$ cat config.mk
export PLATFORM = sky130hd
export DESIGN_NAME = apt_recip_div
export DESIGN_NICKNAME = d
export VERILOG_FILES = /design/src/sv/apt_pkg.sv /design/src/sv/apt_recip_div.sv
export SDC_FILE = /design/constraint.sdc
export NUM_CORES = 1
export LEC_CHECK = 0
export BUFFER_PORTS_ARGS = -buffer_cell sky130_fd_sc_hd__clkbuf_2
export CORE_AREA = 2 2 104 106
export DETAILED_ROUTE_END_ITERATION = 12
export DIE_AREA = 0 0 106 108
export GPL_ROUTABILITY_DRIVEN = 0
export PLACE_DENSITY = 0.76
export SYNTH_ARGS = -nofsm -noshare
export SYNTH_HDL_FRONTEND = slang
export SYNTH_SLANG_ARGS = --single-unit
$ cat constraint.sdc
create_clock -name clk -period 2.7 [get_ports clk]
set_clock_uncertainty 0.1 [all_clocks]
set_input_delay 0.54 -clock clk [delete_from_list [all_inputs] [get_ports clk]]
set_output_delay 0.54 -clock clk [all_outputs]
set_load 0.03 [all_outputs]
$ cat src/sv/apt_pkg.sv
// Shared types, constants and codes for the pheromone table update block.
// Used by apt_recip_div, apt_row_store and ant_pheromone_table_update.
package apt_pkg;

  localparam int DEST_COUNT = 256;
  localparam int GATE_COUNT = 8;
  localparam int FRAC_BITS  = 16;

  localparam int ROW_W  = $clog2(DEST_COUNT);
  localparam int GATE_W = $clog2(GATE_COUNT);
  localparam int GN_W   = $clog2(GATE_COUNT + 1);
  localparam int ADDR_W = ROW_W + GATE_W;
  localparam int DEPTH  = DEST_COUNT * GATE_COUNT;

  // Pheromone values are unsigned Q1.FRAC_BITS.
  localparam int PH_W = FRAC_BITS + 1;
  localparam logic [PH_W-1:0] PH_MAX = {PH_W{1'b1}};

  localparam int FACT_W = 16;
  localparam int COST_W = 16;
  localparam int HOP_W  = 8;
  localparam int SUM_W  = COST_W + 1;
  localparam int GC_W   = FACT_W + 1 + SUM_W;
  localparam int DEN_W  = COST_W + HOP_W + 1;
  localparam int NUM_W  = GC_W + FRAC_BITS - 16;
  // Every quotient the block needs is at most one in Q1.FRAC_BITS.
  localparam int QUO_W  = PH_W;

  localparam int CFG_IDX_W = 2;
  localparam int CFG_DAT_W = 16;

  localparam logic [CFG_IDX_W-1:0] CFG_EVAP_FACTOR  = 2'd0;
  localparam logic [CFG_IDX_W-1:0] CFG_METRIC_MODE  = 2'd1;
  localparam logic [CFG_IDX_W-1:0] CFG_GATES_IN_USE = 2'd2;

  localparam logic [1:0] MODE_TIME = 2'd0;
  localparam logic [1:0] MODE_HOPS = 2'd1;

  localparam logic CMD_REINFORCE = 1'b0;
  localparam logic CMD_INIT      = 1'b1;

  localparam logic [FACT_W-1:0] EVAP_RESET  = 16'd58982;
  localparam logic [1:0]        MODE_RESET  = MODE_TIME;
  localparam logic [3:0]        GATES_RESET = 4'd8;

  typedef enum logic [3:0] {
    S_IDLE,
    S_PREP,
    S_START,
    S_RD,
    S_MUL,
    S_WR,
    S_INIT_WAIT,
    S_INIT_WR,
    S_DONE
  } apt_state_t;

  typedef struct packed {
    logic             start;
    logic [NUM_W-1:0] num;
    logic [DEN_W-1:0] den;
  } apt_div_req_t;

  typedef struct packed {
    logic             done;
    logic [QUO_W-1:0] quot;
  } apt_div_rsp_t;

  typedef struct packed {
    logic [ADDR_W-1:0] raddr;
    logic              we;
    logic [ADDR_W-1:0] waddr;
    logic [PH_W-1:0]   wdata;
    logic              mark;
  } apt_mem_req_t;

endpackage

$ cat src/sv/apt_recip_div.sv
// Restoring divider, one quotient bit per cycle, for the reward and init values.
// Depends on apt_pkg for widths and the request and response structs.
module apt_recip_div (
  input  logic                  clk,
  input  logic                  rst,
  input  apt_pkg::apt_div_req_t req,
  output apt_pkg::apt_div_rsp_t rsp
);
  import apt_pkg::*;

  localparam int CNT_W = $clog2(QUO_W);
  localparam logic [CNT_W-1:0] CNT_LAST = CNT_W'(QUO_W - 1);

  logic             busy;
  logic             done;
  logic [CNT_W-1:0] cnt;
  logic [DEN_W-1:0] rem;
  logic [DEN_W-1:0] den;
  logic [QUO_W-1:0] nbits;
  logic [QUO_W-1:0] quot;

  logic [DEN_W:0]   trial;
  logic             ge;
  logic [DEN_W:0]   diff;

  // The quotient never exceeds QUO_W bits, so the upper numerator bits form
  // the starting remainder and only the low QUO_W bits are shifted in.
  always_comb begin
    trial = {rem, nbits[QUO_W-1]};
    ge    = trial >= {1'b0, den};
    diff  = trial - {1'b0, den};
  end

  always_ff @(posedge clk) begin
    if (rst) begin
      busy <= 1'b0;
      done <= 1'b0;
    end else if (req.start) begin
      busy <= 1'b1;
      done <= 1'b0;
    end else if (busy && cnt == CNT_LAST) begin
      busy <= 1'b0;
      done <= 1'b1;
    end
  end

  always_ff @(posedge clk) begin
    if (req.start) begin
      cnt   <= '0;
      rem   <= DEN_W'(req.num >> QUO_W);
      nbits <= req.num[QUO_W-1:0];
      den   <= req.den;
      quot  <= '0;
    end else if (busy) begin
      cnt   <= cnt + 1'b1;
      rem   <= ge ? diff[DEN_W-1:0] : trial[DEN_W-1:0];
      nbits <= nbits << 1;
      quot  <= {quot[QUO_W-2:0], ge};
    end
  end

  assign rsp.done = done;
  assign rsp.quot = quot;

endmodule

==> flow_metrics.env, run 1 <==
export IMPL_cap_viol_max_count=0
export IMPL_min_period_ps=2840
export IMPL_r2r_end="rem[13]$_DFFE_PP_"
export IMPL_rsz0062_at_grt="yes"
export IMPL_grt_max_degree=75
export IMPL_cts_hold_buf=0
export IMPL_dieHeight_um=108
export IMPL_wl_per_cell_um=16.9
export IMPL_clk_latency_ps=380
export IMPL_arrival_ps=2880
export IMPL_drt_iter0_markers=290
export IMPL_hold_depth=1
export IMPL_drc=0
export IMPL_async_flop_share_pct=0
export IMPL_routed_wl_mm=13.1
export IMPL_n_antenna_cell=0
export IMPL_rows=37
export IMPL_synth_area_leaders="edfxtp_1 (33%), dfxtp_1 (12%), ha_1 (6.4%)"
export IMPL_drive_gt1_share_pct=36.3
export IMPL_power_density_nw_per_um2=552
export IMPL_critPathCaptureType="flip-flop"
export IMPL_htreeDepth=3
export IMPL_cp_start_kind="flip-flop"
export IMPL_io_pin_count=80
export IMPL_final_setup_viol_count=25
export IMPL_dieArea_um2=11400
export IMPL_fmax_mhz=352
export IMPL_grt_first_pass_wirelength_mm=21.1
export IMPL_drt_pass1_iter_count=5
export IMPL_max_slew_margin_pct=40.9
export IMPL_most_common_layout_cells="clkbuf_2 (78), buf_4 (59), edfxtp_1 (59)"
export IMPL_start_util_pct=51.7
export IMPL_syn_area_um2=5290
export IMPL_cp_startpoint="rem[4]$_DFFE_PP_"
export IMPL_fin_nets=721
export IMPL_synth_avg_cell_area_um2=10.6
export IMPL_ys_ff_latch=91
export IMPL_port_buffers=79
export IMPL_vias=4487
export IMPL_hold_end="den[7]$_DFFE_PP_"
export IMPL_yosys_most_used_dff="edfxtp_1"
export IMPL_syn_inst=497
export IMPL_ys_warn_count=0
export IMPL_worst_path_max_fanout=6
export IMPL_synth_top_area_share_pct=33.5
export IMPL_grt_pass1_vias=4541
export IMPL_cp_required_ps=2740
export IMPL_layout_commonest_cell="clkbuf_2"
export IMPL_ff2ff_setup_slack_ps=-140
export IMPL_track_usage_pct=23.2
export IMPL_area_growth_pct=27.5
export IMPL_ff2ff_path_depth=11
export IMPL_drt_antenna_violating_nets=0
export IMPL_grt_remaining_overflow=0
export IMPL_post_synth_num_cell_types=69
export IMPL_cts_sinks=91
export IMPL_yosysSeqAreaShare_pct=45.6
export IMPL_tightestPinTransition_ps=883
export IMPL_hpwl_mm=8.88
export IMPL_avgViaCountPerCell=5.81
export IMPL_synth_nets=587
export IMPL_synth_top_area_cell="edfxtp_1"
export IMPL_numCtsBuffers=9
export IMPL_leakage_nw=2.87
export IMPL_cts_root_buf="clkbuf_8"
export IMPL_setup_ws_ps=-145
export IMPL_violations="negative setup slack"
export IMPL_total_power_mw=3.73
export IMPL_hp_class="input port to flip-flop"
export IMPL_min_delay_start="req[7]"
export IMPL_ctsLongestPathBuffers=2
export IMPL_cts_tree="built"
export IMPL_ir_worst_vdd_uv=408
export IMPL_finalNonFillerCells=772
export IMPL_crit_type="flip-flop to flip-flop"
export IMPL_clkTransAtPathRegs_ps=100
export IMPL_synth_edf_count=59
export IMPL_timing_final_crit_share_pct=105
export IMPL_placed_cells=736
export IMPL_hold_viol=0
export IMPL_core_um2=10200
export IMPL_r2r_start="rem[4]$_DFFE_PP_"
export IMPL_outcome="finished, violations left"
export IMPL_die_x_um=106
export IMPL_antenna_found_initial=0
export IMPL_maxSlewViolCount=0
==> Yosys cell counts, drive strengths merged, types with 2 or more instances <==
cell type   n
o21bai      2
nor4        2
o211ai      9
o31ai       5
dfxtp      32
a21oi      24
a311oi      5
a41oi       5
nor2       47
a31oi       8
nor3        4
a211o       2
nand2      31
a211oi      9
mux2       18
or2b        2
o31a        2
edfxtp     59
clkbuf     12
o21ai      22
nand4      21
nand3b      3
xnor2       9
a21o        8
o2111ai     2
mux2i      18
inv        34
nand2b      4
o311ai     10
xor2       14
ha         27
and3        6
buf        12
nand3       7
and2        8
==> kinds of logic after synthesis <==
family	synth area share, %
fa+ha+maj	6.76
compound gates	17.6
mux	7.24
xor+xnor	3.81
flops	45.6
simple gates	14.0
buf+inv	5.06
==> worst max-delay path: stages (launching register included) <==
cell	delay, ps
edfxtp_1	420
ha_1	370
buf_4	160
nor3_1	250
o21bai_2	160
nand4_1	130
o211ai_2	120
buf_6	150
o31ai_4	230
buf_6	180
a211oi_2	70
a311o_1	270
==> through the flow <==
stage | cell area, µm² | worst slack, ps | hold slack, ps | setup TNS, ps | utilization (%)
CTS | 6670 | -88.0 | 212 | -869 | 65.2
global placement | 6110 | -33.0 | 350 | -44.9 | 59.8
global route | 6740 | -243 | 219 | -4830 | 65.9
finish | 6740 | -145 | 234 | -1950 | 65.9
floorplan | 5290 | 1.84 | 342 | 0 | -
detailed placement | 6110 | -131 | 373 | -1960 | 59.8
==> state kept, by name (all words and copies together), names as in the netlist <==
name	cells
nbits	17
busy	1
den	25
quot	17
rem	25
done	1
cnt	5
==> metal layers <==
metal | share of wire (%) | up-vias | global-route usage [%]
li1 | - | 2130 | -
met1 | 42 | 2147 | 27.9
met2 | 48 | 167 | 39.7
met3 | 6.3 | 43 | 5.00
met4 | 3.7 | 0 | 11.7
met5 | 0 | - | 0
==> area by class of cell <==
class	instances	area, µm²
Fill cell	799	3490
Multi-Input combinational cell	347	2830
Sequential cell	91	2410
Timing Repair Buffer	147	988
Tap cell	136	170
Inverter	35	131
Clock buffer	9	124
Clock inverter	7	91.3
==> power by group <==
group	internal [mW]	total (mW)	switching, mW
clock	0.457	1.02	0.564
combinational	0.500	1.06	0.560
sequential	1.59	1.64	0.0495
==> repair_timing <==
item,CTS,global route
gates cloned,2,0
setup endpoints to repair,23,26
buffers inserted,18,2
pin swaps,39,17
gates resized for setup,29,17
==> worst max path at each step <==
stage                     depth (start not counted)                   end  slack (ps)
after floorplan                                  11     rem[13]$_DFFE_PP_           2
after global placement                           11     rem[14]$_DFFE_PP_         -30
after detailed placement                         12  rem[20]$_SDFFE_PP0P_        -130
after CTS                                        13     rem[13]$_DFFE_PP_         -90
after global routing                             14      rem[2]$_DFFE_PP_        -240
final                                            11     rem[13]$_DFFE_PP_        -140
No activity file was read; power rests on OpenSTA's default activity.
==> inputs of run 2 (changes only) <==
Settings changed: CORE_AREA 2 2 104 106 to 2 2 89 125, DIE_AREA 0 0 106 108 to 0 0 91 127, PLACE_DENSITY 0.76 to 0.75.
==> run 2 against run 1 <==
The run still ends with negative setup slack left. Total power up 6.4%. Critical path depth is 1 higher. Clock power is 25% higher. Sequential cell count stayed put. First-iteration DRC count rose by 1.0%. Register-to-register slack gained 60 ps. Via count fell by 1.9%. Hold slack improved by 33 ps. Die area grew 0.95%. Sequential power about the same. Utilization is 0.73 points lower.
==> flow_metrics.env, run 2 (same netlist as run 1, synthesis figures left out) <==
export IMPL_outcome="finished, violations left"
export IMPL_violations="negative setup slack"
export IMPL_power_density_nw_per_um2=588
export IMPL_clk_latency_ps=350
export IMPL_dieHeight_um=127
export IMPL_most_common_layout_cells="clkbuf_2 (78), edfxtp_1 (59), buf_4 (52)"
export IMPL_grt_max_degree=41
export IMPL_grt_pass1_vias=4457
export IMPL_drc=0
export IMPL_avgViaCountPerCell=5.73
export IMPL_htreeDepth=3
export IMPL_hold_end="den[15]$_DFFE_PP_"
export IMPL_ff2ff_setup_slack_ps=-80
export IMPL_power_frac_comb_pct=26.1
export IMPL_drt_antenna_violating_nets=0
export IMPL_pre_cts_ws_ps=-182
export IMPL_cts_sinks=91
export IMPL_hold_depth=1
export IMPL_drt_pass1_iter_count=5
export IMPL_track_usage_pct=22.2
export IMPL_tightestPinTransition_ps=746
export IMPL_p_clk_share_pct=32.3
export IMPL_final_setup_viol_count=19
export IMPL_max_slew_margin_pct=50.1
export IMPL_core_um2=10300
export IMPL_setup_ws_ps=-83.5
export IMPL_seqPwrFrac_pct=41.5
export IMPL_crit_type="flip-flop to flip-flop"
export IMPL_numCtsBuffers=9
export IMPL_rows=44
export IMPL_cts_hold_buf=0
export IMPL_hold_viol=0
export IMPL_maxSlewViolCount=0
export IMPL_antenna_found_initial=0
export IMPL_switchingPower_mw=1.16
export IMPL_vias=4400
export IMPL_port_buffers=79
export IMPL_min_delay_start="req[15]"
export IMPL_rsz0062_at_grt="yes"
export IMPL_dieArea_um2=11600
export IMPL_swShare_pct=29.4
export IMPL_start_util_pct=51.1
export IMPL_n_antenna_cell=0
export IMPL_top_regs="den x25, rem x25"
export IMPL_leakage_nw=2.87
export IMPL_routed_wl_mm=13.0
export IMPL_ff2ff_path_depth=12
export IMPL_critPathCaptureType="flip-flop"
export IMPL_layout_commonest_cell="clkbuf_2"
export IMPL_wl_per_cell_um=17.0
export IMPL_r2r_start="nbits[16]$_DFFE_PP_"
export IMPL_hpwl_mm=9.18
export IMPL_r2r_end="rem[5]$_DFFE_PP_"
export IMPL_intPower_mw=2.80
export IMPL_total_power_mw=3.96
export IMPL_fmax_mhz=359
export IMPL_fin_tns_setup_ps=-1070
export IMPL_ir_worst_vdd_uv=458
export IMPL_cp_required_ps=2670
export IMPL_clkTransAtPathRegs_ps=70
export IMPL_ctsLongestPathBuffers=2
export IMPL_io_pin_count=80
export IMPL_drt_iter0_markers=293
export IMPL_drive_gt1_share_pct=35.2
export IMPL_min_period_ps=2780
export IMPL_cts_tree="built"
export IMPL_die_x_um=91
export IMPL_hp_class="input port to flip-flop"
export IMPL_fin_nets=715
export IMPL_grt_remaining_overflow=0
export IMPL_cap_viol_max_count=0
export IMPL_whs_ps=268
export IMPL_cts_root_buf="clkbuf_16"
export IMPL_worst_path_max_fanout=7
export IMPL_grt_first_pass_wirelength_mm=20.6
export IMPL_cp_start_kind="flip-flop"
export IMPL_arrival_ps=2750
export IMPL_timing_final_crit_share_pct=103
export IMPL_area_growth_pct=27.5
run 2: cell types whose count changed in the layout (fill, tap and decap cells not counted), moves of 2 or more:
| cell | change |
|---|---|
| clkbuf_16 | +11 |
| clkbuf_8 | -8 |
| buf_4 | -7 |
| a41oi_1 | +4 |
| a41oi_2 | -4 |
| inv_8 | -4 |
| o311ai_1 | +4 |
| o311ai_2 | -4 |
| ha_1 | -3 |
| ha_2 | +2 |
| inv_4 | +2 |
run 2: worst max-delay path: stages, from the launching register on:
cell,delay [ps]
edfxtp_1,390
inv_2,90
ha_4,130
inv_2,30
fa_2,360
a211oi_4,270
o21ai_2,80
nand4_1,130
o211ai_2,120
o31a_4,420
nor2_8,120
clkbuf_16,170
o311ai_1,100
run 2: cell type report:
class,count,area [µm²]
Clock buffer,11,264
Fill cell,822,3600
Tap cell,138,173
Multi-Input combinational cell,347,2780
Timing Repair Buffer,141,945
Inverter,35,131
Clock inverter,5,38.8
Sequential cell,91,2410
run 2: worst max path at each step:
| stage | startpoint | to | slack, ps | cells past startpoint |
|---|---|---|---|---|
| 3_5_place_dp | nbits[16]$_DFFE_PP_ | rem[11]$_DFFE_PP_ | -180 | 11 |
| 6_report | nbits[16]$_DFFE_PP_ | rem[5]$_DFFE_PP_ | -80 | 12 |
| 3_3_place_gp | nbits[16]$_DFFE_PP_ | rem[10]$_DFFE_PP_ | -140 | 11 |
| 5_1_grt | rem[2]$_DFFE_PP_ | rem[1]$_DFFE_PP_ | -220 | 12 |
| 2_1_floorplan | nbits[16]$_DFFE_PP_ | rem[13]$_DFFE_PP_ | 2 | 11 |
| 4_1_cts | nbits[16]$_DFFE_PP_ | rem[13]$_DFFE_PP_ | -80 | 13 |
run 2: metrics by stage:
| stage | utilization [%] | instances | instance area, µm² |
|---|---|---|---|
| 3_3_place_gp | 59.2 | 739 | 6120 |
| 6_report | 65.2 | 768 | 6750 |
| 4_1_cts | 64.6 | 766 | 6690 |
| 2_1_floorplan | - | 497 | 5290 |
| 3_5_place_dp | 59.2 | 739 | 6120 |
| 5_1_grt | 65.2 | 768 | 6750 |
run 2: layer usage:
layer  GRT usage, %  vias to the layer above  part of all wire, %
met5              0                        -                    0
met4           12.5                        0                  5.0
met3           4.25                       49                  5.2
met2           39.9                      167                   51
met1           24.5                     2067                   39
li1               -                     2117                    -
run 2: power groups by stage:
| stage | Combinational (mW) | Sequential (mW) | Clock, mW |
|---|---|---|---|
| finish | 1.04 | 1.65 | 1.28 |
| global route | 1.12 | 1.66 | 1.34 |
| CTS | 0.996 | 1.65 | 1.29 |
| detailed placement | 0.918 | 1.67 | 0 |
| global placement | 0.896 | 1.67 | 0 |
| floorplan | 0.617 | 1.66 | 0 |
run 2: repair_timing:
item | in CTS | in global routing
gates resized for setup | 33 | 13
cloned | 2 | 0
setup buffers | 10 | 3
endpoints found under the hold margin | 0 | 0
pin swaps | 18 | 19
setup endpoints to repair | 26 | 26
